--- config.mk ---
export PLATFORM = sky130hd
export DESIGN_NAME = listmode_buffer_deframer
export DESIGN_NICKNAME = d
export VERILOG_FILES = /design/src/rtl/core/lmbd_pkg.sv /design/src/rtl/core/lmbd_front.sv /design/src/rtl/core/lmbd_fifo.sv /design/src/rtl/core/lmbd_back.sv /design/src/rtl/core/listmode_buffer_deframer.sv
export VERILOG_INCLUDE_DIRS = /design/src /design/src/rtl/core
export SDC_FILE = /design/constraint.sdc
export NUM_CORES = 1
export LEC_CHECK = 0
export ABC_CLOCK_PERIOD_IN_PS = 20800
export BUFFER_PORTS_ARGS = -buffer_cell sky130_fd_sc_hd__clkbuf_2
export CAP_MARGIN = 15
export CORE_MARGIN = 5
export CORE_UTILIZATION = 50
export DETAILED_ROUTE_END_ITERATION = 12
export GPL_TIMING_DRIVEN = 0
export HOLD_SLACK_MARGIN = 0.02
export PLACE_DENSITY = 0.67
export SLEW_MARGIN = 20
export SYNTH_ARGS = -nofsm -noshare
export SYNTH_HDL_FRONTEND = slang
export SYNTH_SLANG_ARGS = --single-unit
--- constraint.sdc ---
create_clock -name clock -period 20.8 [get_ports clock]
set_clock_uncertainty 0.1 [all_clocks]
set_input_delay 2.08 -clock clock [delete_from_list [all_inputs] [get_ports clock]]
set_output_delay 2.08 -clock clock [all_outputs]
set_load 0.01 [all_outputs]
--- src/rtl/core/listmode_buffer_deframer_assert.svh ---
// Assertion macros used by the list-mode deframer word parser.
`ifndef LISTMODE_BUFFER_DEFRAMER_ASSERT_SVH
`define LISTMODE_BUFFER_DEFRAMER_ASSERT_SVH

// Check a condition in the same cycle as its trigger.
`define LMBD_ASSERT_IMPLY(name, clk, rst, ante, cons, msg) \
   name: assert property (@(posedge clk) disable iff (rst) (ante) |-> (cons)) \
      else $error(msg);

// Check a condition in the cycle after its trigger.
`define LMBD_ASSERT_NEXT(name, clk, rst, ante, cons, msg) \
   name: assert property (@(posedge clk) disable iff (rst) (ante) |=> (cons)) \
      else $error(msg);

`endif

--- src/rtl/core/lmbd_pkg.sv ---
// Types and constants of the list-mode buffer deframer.
package lmbd_pkg;

   // Result kinds
   localparam logic [1:0] KIND_EVENT  = 2'd0;
   localparam logic [1:0] KIND_HEADER = 2'd1;
   localparam logic [1:0] KIND_ERROR  = 2'd2;
   localparam logic [1:0] KIND_END    = 2'd3;

   // Error codes
   localparam logic ERR_STREAM_SIG = 1'b0;
   localparam logic ERR_BUFFER_SIG = 1'b1;

   // Four-word signatures, first word in the top bits
   localparam logic [63:0] SIG_STREAM = 64'h0000_5555_AAAA_FFFF;
   localparam logic [63:0] SIG_BUFFER = 64'h0000_FFFF_5555_AAAA;
   localparam logic [63:0] SIG_END    = 64'hFFFF_AAAA_5555_0000;

   // Divide by three: (x * 0xAAAB) >> 17 is exact for 16-bit x
   localparam logic [15:0] DIV3_MAGIC = 16'hAAAB;

   // Widths
   localparam int WORD_W  = 16;
   localparam int WC_W    = 5;
   localparam int RAW48_W = 48;
   localparam int TIME_W  = 55;

   // Queue between the parser and the output stage
   localparam int QUEUE_DEPTH = 2;
   localparam int QPTR_W      = 1;
   localparam int QCNT_W      = 2;

   // One queued result item; hdr_fields is buffer number:run id:word 5
   typedef struct packed {
      logic [1:0]         kind;
      logic [RAW48_W-1:0] event_data;
      logic [RAW48_W-1:0] time_raw;
      logic [RAW48_W-1:0] hdr_fields;
      logic               error_code;
   } entry_type;

   // Queue status seen by the parser and the output stage
   typedef struct packed {
      logic full;
      logic valid;
   } qstat_type;

   // Scale a raw timestamp by 100: 64x + 32x + 4x
   function automatic logic [TIME_W-1:0] scale_ns(input logic [RAW48_W-1:0] raw);
      logic [TIME_W-1:0] ext;
      ext = TIME_W'(raw);
      return (ext << 6) + (ext << 5) + (ext << 2);
   endfunction

endpackage

--- src/rtl/core/lmbd_front.sv ---
// Word parser: signature checks, header capture and event assembly.
`include "listmode_buffer_deframer_assert.svh"

module lmbd_front #(
   parameter int HEADER_WORDS = 21
) (
   input  logic                       clock,
   input  logic                       reset,
   input  logic                       req_valid,
   output logic                       req_stall,
   input  logic [15:0]                req_data_word,
   input  lmbd_pkg::qstat_type        qstat,
   output logic                       push,
   output lmbd_pkg::entry_type        push_entry
);

   localparam logic [2:0] PH_STREAM_SIG = 3'd0;
   localparam logic [2:0] PH_HEADER     = 3'd1;
   localparam logic [2:0] PH_EVENTS     = 3'd2;
   localparam logic [2:0] PH_BUF_SIG    = 3'd3;
   localparam logic [2:0] PH_LOOKAHEAD  = 3'd4;
   localparam logic [2:0] PH_DONE       = 3'd5;
   localparam logic [2:0] PH_HALTED     = 3'd6;

   localparam logic [lmbd_pkg::WC_W-1:0] LAST_WORD = lmbd_pkg::WC_W'(HEADER_WORDS - 1);

   logic [2:0]                   phase_ff, phase_in;
   logic [lmbd_pkg::WC_W-1:0]    wc_ff, wc_in;
   logic [15:0]                  events_left_ff, events_left_in;
   logic [15:0]                  la_ff [3];
   logic [15:0]                  la_in [3];
   logic [15:0]                  blen_ff, blen_in;
   logic [15:0]                  hlen_ff, hlen_in;
   logic [15:0]                  diff_ff, diff_in;
   logic [15:0]                  quot_ff, quot_in;
   logic [31:0]                  prod;
   logic [47:0]                  ts_ff, ts_in;
   logic [47:0]                  hdr_ff, hdr_in;
   logic [31:0]                  partial_ff, partial_in;
   logic [63:0]                  la_word;
   logic                         take;

   // Stall only when the queue has no room
   assign req_stall = qstat.full;
   assign take      = req_valid & ~qstat.full;
   assign la_word   = {la_ff[0], la_ff[1], la_ff[2], req_data_word};

   // Event count: clamp the length difference, then divide by three
   assign diff_in = (blen_ff >= hlen_ff) ? (blen_ff - hlen_ff) : 16'd0;
   assign prod    = 32'(diff_ff) * 32'(lmbd_pkg::DIV3_MAGIC);
   assign quot_in = {1'b0, prod[31:17]};

   // Advance the parser on each accepted word
   always_comb begin
      phase_in       = phase_ff;
      wc_in          = wc_ff;
      events_left_in = events_left_ff;
      la_in          = la_ff;
      blen_in        = blen_ff;
      hlen_in        = hlen_ff;
      ts_in          = ts_ff;
      hdr_in         = hdr_ff;
      partial_in     = partial_ff;
      push           = 1'b0;
      push_entry     = '0;
      if (take) begin
         case (phase_ff)
            PH_STREAM_SIG, PH_BUF_SIG, PH_LOOKAHEAD: begin
               if (wc_ff[1:0] != 2'd3) begin
                  case (wc_ff[1:0])
                     2'd0: la_in[0] = req_data_word;
                     2'd1: la_in[1] = req_data_word;
                     default: la_in[2] = req_data_word;
                  endcase
                  wc_in = wc_ff + 5'd1;
               end else begin
                  wc_in = '0;
                  if (phase_ff == PH_STREAM_SIG) begin
                     if (la_word == lmbd_pkg::SIG_STREAM) begin
                        phase_in = PH_HEADER;
                     end else begin
                        phase_in              = PH_HALTED;
                        push                  = 1'b1;
                        push_entry.kind       = lmbd_pkg::KIND_ERROR;
                        push_entry.error_code = lmbd_pkg::ERR_STREAM_SIG;
                     end
                  end else if (phase_ff == PH_BUF_SIG) begin
                     if (la_word == lmbd_pkg::SIG_BUFFER) begin
                        phase_in = PH_LOOKAHEAD;
                     end else begin
                        phase_in              = PH_HALTED;
                        push                  = 1'b1;
                        push_entry.kind       = lmbd_pkg::KIND_ERROR;
                        push_entry.error_code = lmbd_pkg::ERR_BUFFER_SIG;
                     end
                  end else if (la_word == lmbd_pkg::SIG_END) begin
                     phase_in        = PH_DONE;
                     push            = 1'b1;
                     push_entry.kind = lmbd_pkg::KIND_END;
                  end else begin
                     // Lookahead words are header words zero to three
                     phase_in      = PH_HEADER;
                     blen_in       = la_ff[0];
                     hlen_in       = la_ff[2];
                     hdr_in[47:32] = req_data_word;
                     wc_in         = 5'd4;
                  end
               end
            end
            PH_HEADER: begin
               case (wc_ff)
                  5'd0: blen_in = req_data_word;
                  5'd2: hlen_in = req_data_word;
                  5'd3: hdr_in[47:32] = req_data_word;
                  5'd4: hdr_in[31:16] = req_data_word;
                  5'd5: hdr_in[15:0]  = req_data_word;
                  5'd6: ts_in[15:0]   = req_data_word;
                  5'd7: ts_in[31:16]  = req_data_word;
                  5'd8: ts_in[47:32]  = req_data_word;
                  default: ;
               endcase
               if (wc_ff == LAST_WORD) begin
                  wc_in                 = '0;
                  events_left_in        = quot_ff;
                  phase_in              = (quot_ff != 16'd0) ? PH_EVENTS : PH_BUF_SIG;
                  push                  = 1'b1;
                  push_entry.kind       = lmbd_pkg::KIND_HEADER;
                  push_entry.time_raw   = ts_in;
                  push_entry.hdr_fields = hdr_in;
               end else begin
                  wc_in = wc_ff + 5'd1;
               end
            end
            PH_EVENTS: begin
               if (wc_ff == 5'd0) begin
                  partial_in[15:0] = req_data_word;
                  wc_in            = 5'd1;
               end else if (wc_ff == 5'd1) begin
                  partial_in[31:16] = req_data_word;
                  wc_in             = 5'd2;
               end else begin
                  wc_in                 = '0;
                  events_left_in        = events_left_ff - 16'd1;
                  if (events_left_ff == 16'd1) begin
                     phase_in = PH_BUF_SIG;
                  end
                  push                  = 1'b1;
                  push_entry.kind       = lmbd_pkg::KIND_EVENT;
                  push_entry.event_data = {req_data_word, partial_ff};
                  push_entry.time_raw   = ts_ff;
                  push_entry.hdr_fields = hdr_ff;
               end
            end
            default: ;
         endcase
      end
   end

   // Control state
   always_ff @(posedge clock) begin
      if (reset) begin
         phase_ff       <= PH_STREAM_SIG;
         wc_ff          <= '0;
         events_left_ff <= '0;
      end else begin
         phase_ff       <= phase_in;
         wc_ff          <= wc_in;
         events_left_ff <= events_left_in;
      end
   end

   // Captured words and the event count pipeline
   always_ff @(posedge clock) begin
      la_ff      <= la_in;
      blen_ff    <= blen_in;
      hlen_ff    <= hlen_in;
      diff_ff    <= diff_in;
      quot_ff    <= quot_in;
      ts_ff      <= ts_in;
      hdr_ff     <= hdr_in;
      partial_ff <= partial_in;
   end

   `LMBD_ASSERT_NEXT(a_halt_holds, clock, reset, phase_ff == PH_HALTED,
      phase_ff == PH_HALTED, "halt left before reset")
   `LMBD_ASSERT_NEXT(a_done_holds, clock, reset, phase_ff == PH_DONE,
      phase_ff == PH_DONE, "end state left before reset")
   `LMBD_ASSERT_IMPLY(a_no_overflow, clock, reset, push, !qstat.full, "push into a full queue")
   `LMBD_ASSERT_IMPLY(a_events_nonzero, clock, reset, phase_ff == PH_EVENTS,
      events_left_ff != 16'd0, "event phase with no events left")

endmodule

--- src/rtl/core/lmbd_fifo.sv ---
// Short queue of result items between the parser and the output stage.
module lmbd_fifo (
   input  logic                 clock,
   input  logic                 reset,
   input  logic                 push,
   input  lmbd_pkg::entry_type  push_entry,
   input  logic                 pop,
   output lmbd_pkg::qstat_type  qstat,
   output lmbd_pkg::entry_type  head
);

   lmbd_pkg::entry_type               slot_ff [lmbd_pkg::QUEUE_DEPTH];
   logic [lmbd_pkg::QPTR_W-1:0]       wr_ptr_ff, wr_ptr_in;
   logic [lmbd_pkg::QPTR_W-1:0]       rd_ptr_ff, rd_ptr_in;
   logic [lmbd_pkg::QCNT_W-1:0]       count_ff, count_in;
   logic                              do_pop;

   assign qstat.full  = (count_ff == lmbd_pkg::QCNT_W'(lmbd_pkg::QUEUE_DEPTH));
   assign qstat.valid = (count_ff != '0);
   assign head        = slot_ff[rd_ptr_ff];
   assign do_pop      = pop & qstat.valid;

   // Advance pointers and occupancy
   always_comb begin
      wr_ptr_in = push   ? wr_ptr_ff + 1'b1 : wr_ptr_ff;
      rd_ptr_in = do_pop ? rd_ptr_ff + 1'b1 : rd_ptr_ff;
      count_in  = count_ff;
      if (push && !do_pop) begin
         count_in = count_ff + 1'b1;
      end else if (!push && do_pop) begin
         count_in = count_ff - 1'b1;
      end
   end

   always_ff @(posedge clock) begin
      if (reset) begin
         wr_ptr_ff <= '0;
         rd_ptr_ff <= '0;
         count_ff  <= '0;
      end else begin
         wr_ptr_ff <= wr_ptr_in;
         rd_ptr_ff <= rd_ptr_in;
         count_ff  <= count_in;
      end
   end

   // Store the pushed item
   always_ff @(posedge clock) begin
      if (push) begin
         slot_ff[wr_ptr_ff] <= push_entry;
      end
   end

endmodule

--- src/rtl/core/lmbd_back.sv ---
// Output stage: scales the timestamp and holds the result item.
module lmbd_back (
   input  logic                 clock,
   input  logic                 reset,
   input  lmbd_pkg::qstat_type  qstat,
   input  lmbd_pkg::entry_type  head,
   output logic                 pop,
   output logic                 rsp_valid,
   input  logic                 rsp_stall,
   output logic [1:0]           rsp_kind,
   output logic [47:0]          rsp_event_data,
   output logic [54:0]          rsp_buffer_time_ns,
   output logic [15:0]          rsp_run_number,
   output logic [15:0]          rsp_buffer_index,
   output logic [7:0]           rsp_source_id,
   output logic [7:0]           rsp_status_bits,
   output logic                 rsp_error_code
);

   logic        valid_ff, valid_in;
   logic [1:0]  kind_ff;
   logic [47:0] event_ff;
   logic [54:0] time_ff;
   logic [47:0] hdr_ff;
   logic        code_ff;

   // Load when the output register is empty or being taken
   assign pop      = qstat.valid & (~valid_ff | ~rsp_stall);
   assign valid_in = pop | (valid_ff & rsp_stall);

   always_ff @(posedge clock) begin
      if (reset) begin
         valid_ff <= 1'b0;
      end else begin
         valid_ff <= valid_in;
      end
   end

   always_ff @(posedge clock) begin
      if (pop) begin
         kind_ff  <= head.kind;
         event_ff <= head.event_data;
         time_ff  <= lmbd_pkg::scale_ns(head.time_raw);
         hdr_ff   <= head.hdr_fields;
         code_ff  <= head.error_code;
      end
   end

   assign rsp_valid          = valid_ff;
   assign rsp_kind           = kind_ff;
   assign rsp_event_data     = event_ff;
   assign rsp_buffer_time_ns = time_ff;
   assign rsp_buffer_index   = hdr_ff[47:32];
   assign rsp_run_number     = hdr_ff[31:16];
   assign rsp_source_id      = hdr_ff[15:8];
   assign rsp_status_bits    = hdr_ff[7:0];
   assign rsp_error_code     = code_ff;

endmodule

--- src/rtl/core/listmode_buffer_deframer.sv ---
// Top level of the list-mode buffer deframer.
// Throughput: one 16-bit word per cycle while the queue has room; req_stall holds words back when it is full.
// A result item reaches rsp by way of a queue slot and then the output register,
// and rsp_stall can hold it in either; req_stall rises only while the queue is full.
// Synchronous reset returns the parser to awaiting the stream signature and empties
// the queue and output register; halt and end of data hold until reset.
module listmode_buffer_deframer #(
   parameter int HEADER_WORDS = 21
) (
   input  logic        clock,
   input  logic        reset,
   input  logic        req_valid,
   output logic        req_stall,
   input  logic [15:0] req_data_word,
   output logic        rsp_valid,
   input  logic        rsp_stall,
   output logic [1:0]  rsp_kind,
   output logic [47:0] rsp_event_data,
   output logic [54:0] rsp_buffer_time_ns,
   output logic [15:0] rsp_run_number,
   output logic [15:0] rsp_buffer_index,
   output logic [7:0]  rsp_source_id,
   output logic [7:0]  rsp_status_bits,
   output logic        rsp_error_code
);

   lmbd_pkg::qstat_type qstat;
   lmbd_pkg::entry_type push_entry;
   lmbd_pkg::entry_type head;
   logic                push;
   logic                pop;

   lmbd_front #(
      .HEADER_WORDS(HEADER_WORDS)
   ) u_front (
      .clock        (clock),
      .reset        (reset),
      .req_valid    (req_valid),
      .req_stall    (req_stall),
      .req_data_word(req_data_word),
      .qstat        (qstat),
      .push         (push),
      .push_entry   (push_entry)
   );

   lmbd_fifo u_fifo (
      .clock     (clock),
      .reset     (reset),
      .push      (push),
      .push_entry(push_entry),
      .pop       (pop),
      .qstat     (qstat),
      .head      (head)
   );

   lmbd_back u_back (
      .clock             (clock),
      .reset             (reset),
      .qstat             (qstat),
      .head              (head),
      .pop               (pop),
      .rsp_valid         (rsp_valid),
      .rsp_stall         (rsp_stall),
      .rsp_kind          (rsp_kind),
      .rsp_event_data    (rsp_event_data),
      .rsp_buffer_time_ns(rsp_buffer_time_ns),
      .rsp_run_number    (rsp_run_number),
      .rsp_buffer_index  (rsp_buffer_index),
      .rsp_source_id     (rsp_source_id),
      .rsp_status_bits   (rsp_status_bits),
      .rsp_error_code    (rsp_error_code)
   );

endmodule

==> metrics.csv <==
metric,value,unit
status,finished clean,
cts.sinks,715,
cp.required,21.19,ns
rsz0062_at_grt,no,
async_reset_ff_share,0,%
worstPathMaxFanout,7,
boundaryPins,176,
met3_usage,3.27,%
gp_congestion,0.916,
cts.repair.resized,0,
clockBufferDepth,3,
hold_path.class,reg -> reg,
drt-pass1-iter-count,5,
drtIter0Drc,2057,
min_period,6.60,ns
antenna_found_initial,2,
routed_via_density,5.61,
cp_cell_sequence,"ha_1, xor2_1, ha_1, a21oi_1, fa_1, inv_1, fa_1, fa_1, inv_1, fa_1, inv_1, ha_1, and4_1, nor2b_1, o21ai_0, o2111ai_1, a31oi_1, o21bai_1, and3_1, o41ai_1, xnor2_1",
timing.final.crit_share,31.7,%
synth.avg_cell_area,13.5,um^2
grt_use_met2,35.1,%
ant_nets,0,
rows,98,
synth_area,0.0361,mm^2
crit_path_start,u_front.diff_ff[1]$_SDFF_PN0_,
cp-start-kind,register,
crit_top_cell,fa_1,
tns,0,ns
start_util,50.5,%
clkTransAtPathRegs,0.06,ns
hold_buffers,0,
timing.final.max_slew_violations,0,
multi_input_area,0.0140,mm^2
slew_headroom,26.3,%
synth.distinct_cells,75,
busiest_layer,met2,
critPathKind,reg -> reg,
timing.hold.ws,0.389,ns
cp.arrival,6.99,ns
dp_hpwl,60700,um
root_buffer,clkbuf_16,
chipWidth,279,um
wl_per_cell,21.4,um
synth_ff_type,edfxtp_1,
post-cts-setup-buffers,0,
crit_path_end,u_front.quot_ff[14]$_DFF_P_,
grt_pass1_wl,132000,um
grtUsageTotal,21.7,%
area_delta_synth_final,14.6,%
end_kind,register,
finalWorstSetupSlack,14.20,ns
place_ws,14.00,ns
reg2reg_to,u_front.quot_ff[14]$_DFF_P_,
portBuffers,172,
setup_viol,0,
drc_errors,0,
p_leak,0.0160,uW
yosys-top-cells-count,"edfxtp_1 (654), mux2_2 (242), inv_1 (205), ha_1 (204), nor2_1 (181)",
hold_viol_final,0,
reg2reg_slack,14.20,ns
yosysSeqAreaShare,57.7,%
core_area,0.0716,mm^2
grt_overflow_total,0,
yosys-top-cells-area,"edfxtp_1 (54%), mux2_2 (7.5%), ha_1 (7.1%), fa_1 (6.8%), dfxtp_1 (3.4%)",
clock_latency,0.63,ns
vias,22280,
worst_pin_slew,1.11,ns
cts_tree,done,
post-route-util,57.8,%
synth_edf_count,654,
final_nets,3300,
drt_wl_total,85100,um
yosys.area.top_type,edfxtp_1,
n_fill_cell,5790,
powerDensity,162,mW/mm^2
drive_above_1_share,19.6,%
ys_ff_latch,715,
htree_levels,3,
yosysTopAreaCellShare,54.4,%
die_h,279,um
power,6690,uW
grt_max_degree,80,
seq_area,0.0209,mm^2
clock.fmax,0.151,GHz
cp_slowest_cell,dfxtp_1,
yosysMostFrequentCell,edfxtp_1,
worstReg2RegStart,u_front.diff_ff[1]$_SDFF_PN0_,
dieArea,0.0777,mm^2
syn_inst,2686,
peakVddDrop,0.207,mV
crit_path_max_incr_delay,0.55,ns
use_met1,31.5,%
reg2regPathDepth,21,
ys_warn_count,0,
maxCapViolCount,0,
grt_pass1_vias,22943,
numCtsBuffers,76,
per-layer routing:
metal	vias up	wire length, um	share of wire [%]
li1	10329	-	-
met1	11191	38500	45
met2	650	40000	47
met3	110	4940	5.8
met4	0	1590	1.9
met5	-	0	0
how the worst min path moves through the flow:
stage,startpoint,end,depth (start not counted)
2_1_floorplan,u_front.quot_ff[0]$_DFF_P_,u_front.events_left_ff[0]$_SDFFE_PP0P_,2
3_3_place_gp,u_front.quot_ff[0]$_DFF_P_,u_front.events_left_ff[0]$_SDFFE_PP0P_,2
3_5_place_dp,u_front.events_left_ff[10]$_SDFFE_PP0P_,u_front.events_left_ff[10]$_SDFFE_PP0P_,2
4_1_cts,u_front.events_left_ff[10]$_SDFFE_PP0P_,u_front.events_left_ff[10]$_SDFFE_PP0P_,2
5_1_grt,u_front.events_left_ff[10]$_SDFFE_PP0P_,u_front.events_left_ff[10]$_SDFFE_PP0P_,2
6_report,u_front.events_left_ff[10]$_SDFFE_PP0P_,u_front.events_left_ff[10]$_SDFFE_PP0P_,2
final cells by class:
type / instances / area share [%]
inverter: 205 / 1.88
timing repair buffer: 189 / 3.04
tap: 950 / 2.87
buffer: 120 / 1.21
sequential: 715 / 50.4
clock inverter: 56 / 1.94
antenna: 1 / 0.00605
multi-input combinational: 1647 / 33.9
clock buffer: 86 / 4.73
placed cells by master (no fill, tap or decap), drive strengths merged, types with 78 or more instances in the layout:
cell type,netlist,final
nand2,149,149
ha,204,204
fa,122,122
edfxtp,654,654
a22oi,78,78
a21oi,99,99
nor2,181,181
inv,205,208
and2,89,89
clkbuf,98,356
mux2,242,242
report_power, final:
| part | internal (uW) | leakage [uW] | switching, uW | total [uW] |
|---|---|---|---|---|
| combinational | 1240 | 0.00797 | 1890 | 3140 |
| clock | 879 | 0.00132 | 587 | 1470 |
| sequential | 1970 | 0.00674 | 112 | 2080 |
| total | 4090 | 0.0160 | 2590 | 6690 |
per-stage QoR:
stage	cells	area (um^2)
finish	3969	41400
global route	3968	41400
CTS	3968	41400
detailed placement	3826	38600
global placement	3809	38200
floorplan	2687	36100
cells by family (layout without fill, tap and decap cells):
logic type,after synthesis,in the layout,share of synthesized area [%]
flip-flops,715,715,57.7
AND/OR/NAND/NOR,611,611,8.30
AO/OA/AOI/OAI,380,380,6.98
adder cells (fa/ha/maj),326,326,13.8
buffers and inverters,325,656,3.51
multiplexers,244,244,7.60
XOR/XNOR,84,84,2.04
other,1,3,0.0104
flip-flops by register name (all words and copies together), names as in the netlist, 32 cells and up, named ones only:
register                   cells
u_back.hdr_ff                 48
u_fifo.slot_ff               294
u_front.la_ff                 48
u_front.partial_ff            32
u_front.hdr_ff                48
u_back.rsp_buffer_time_ns     53
u_back.rsp_event_data         48
u_front.ts_ff                 48
worst max-delay path, delay by kind of cell, from the launching register on:
kind | cells | cell delay (ns)
simple gates | 3 | 0.55
compound gates | 6 | 1.65
xor+xnor | 2 | 0.52
flops | 1 | 0.55
buf+inv | 3 | 0.16
fa+ha+maj | 7 | 2.91
No activity file was read; power rests on OpenSTA's default activity.
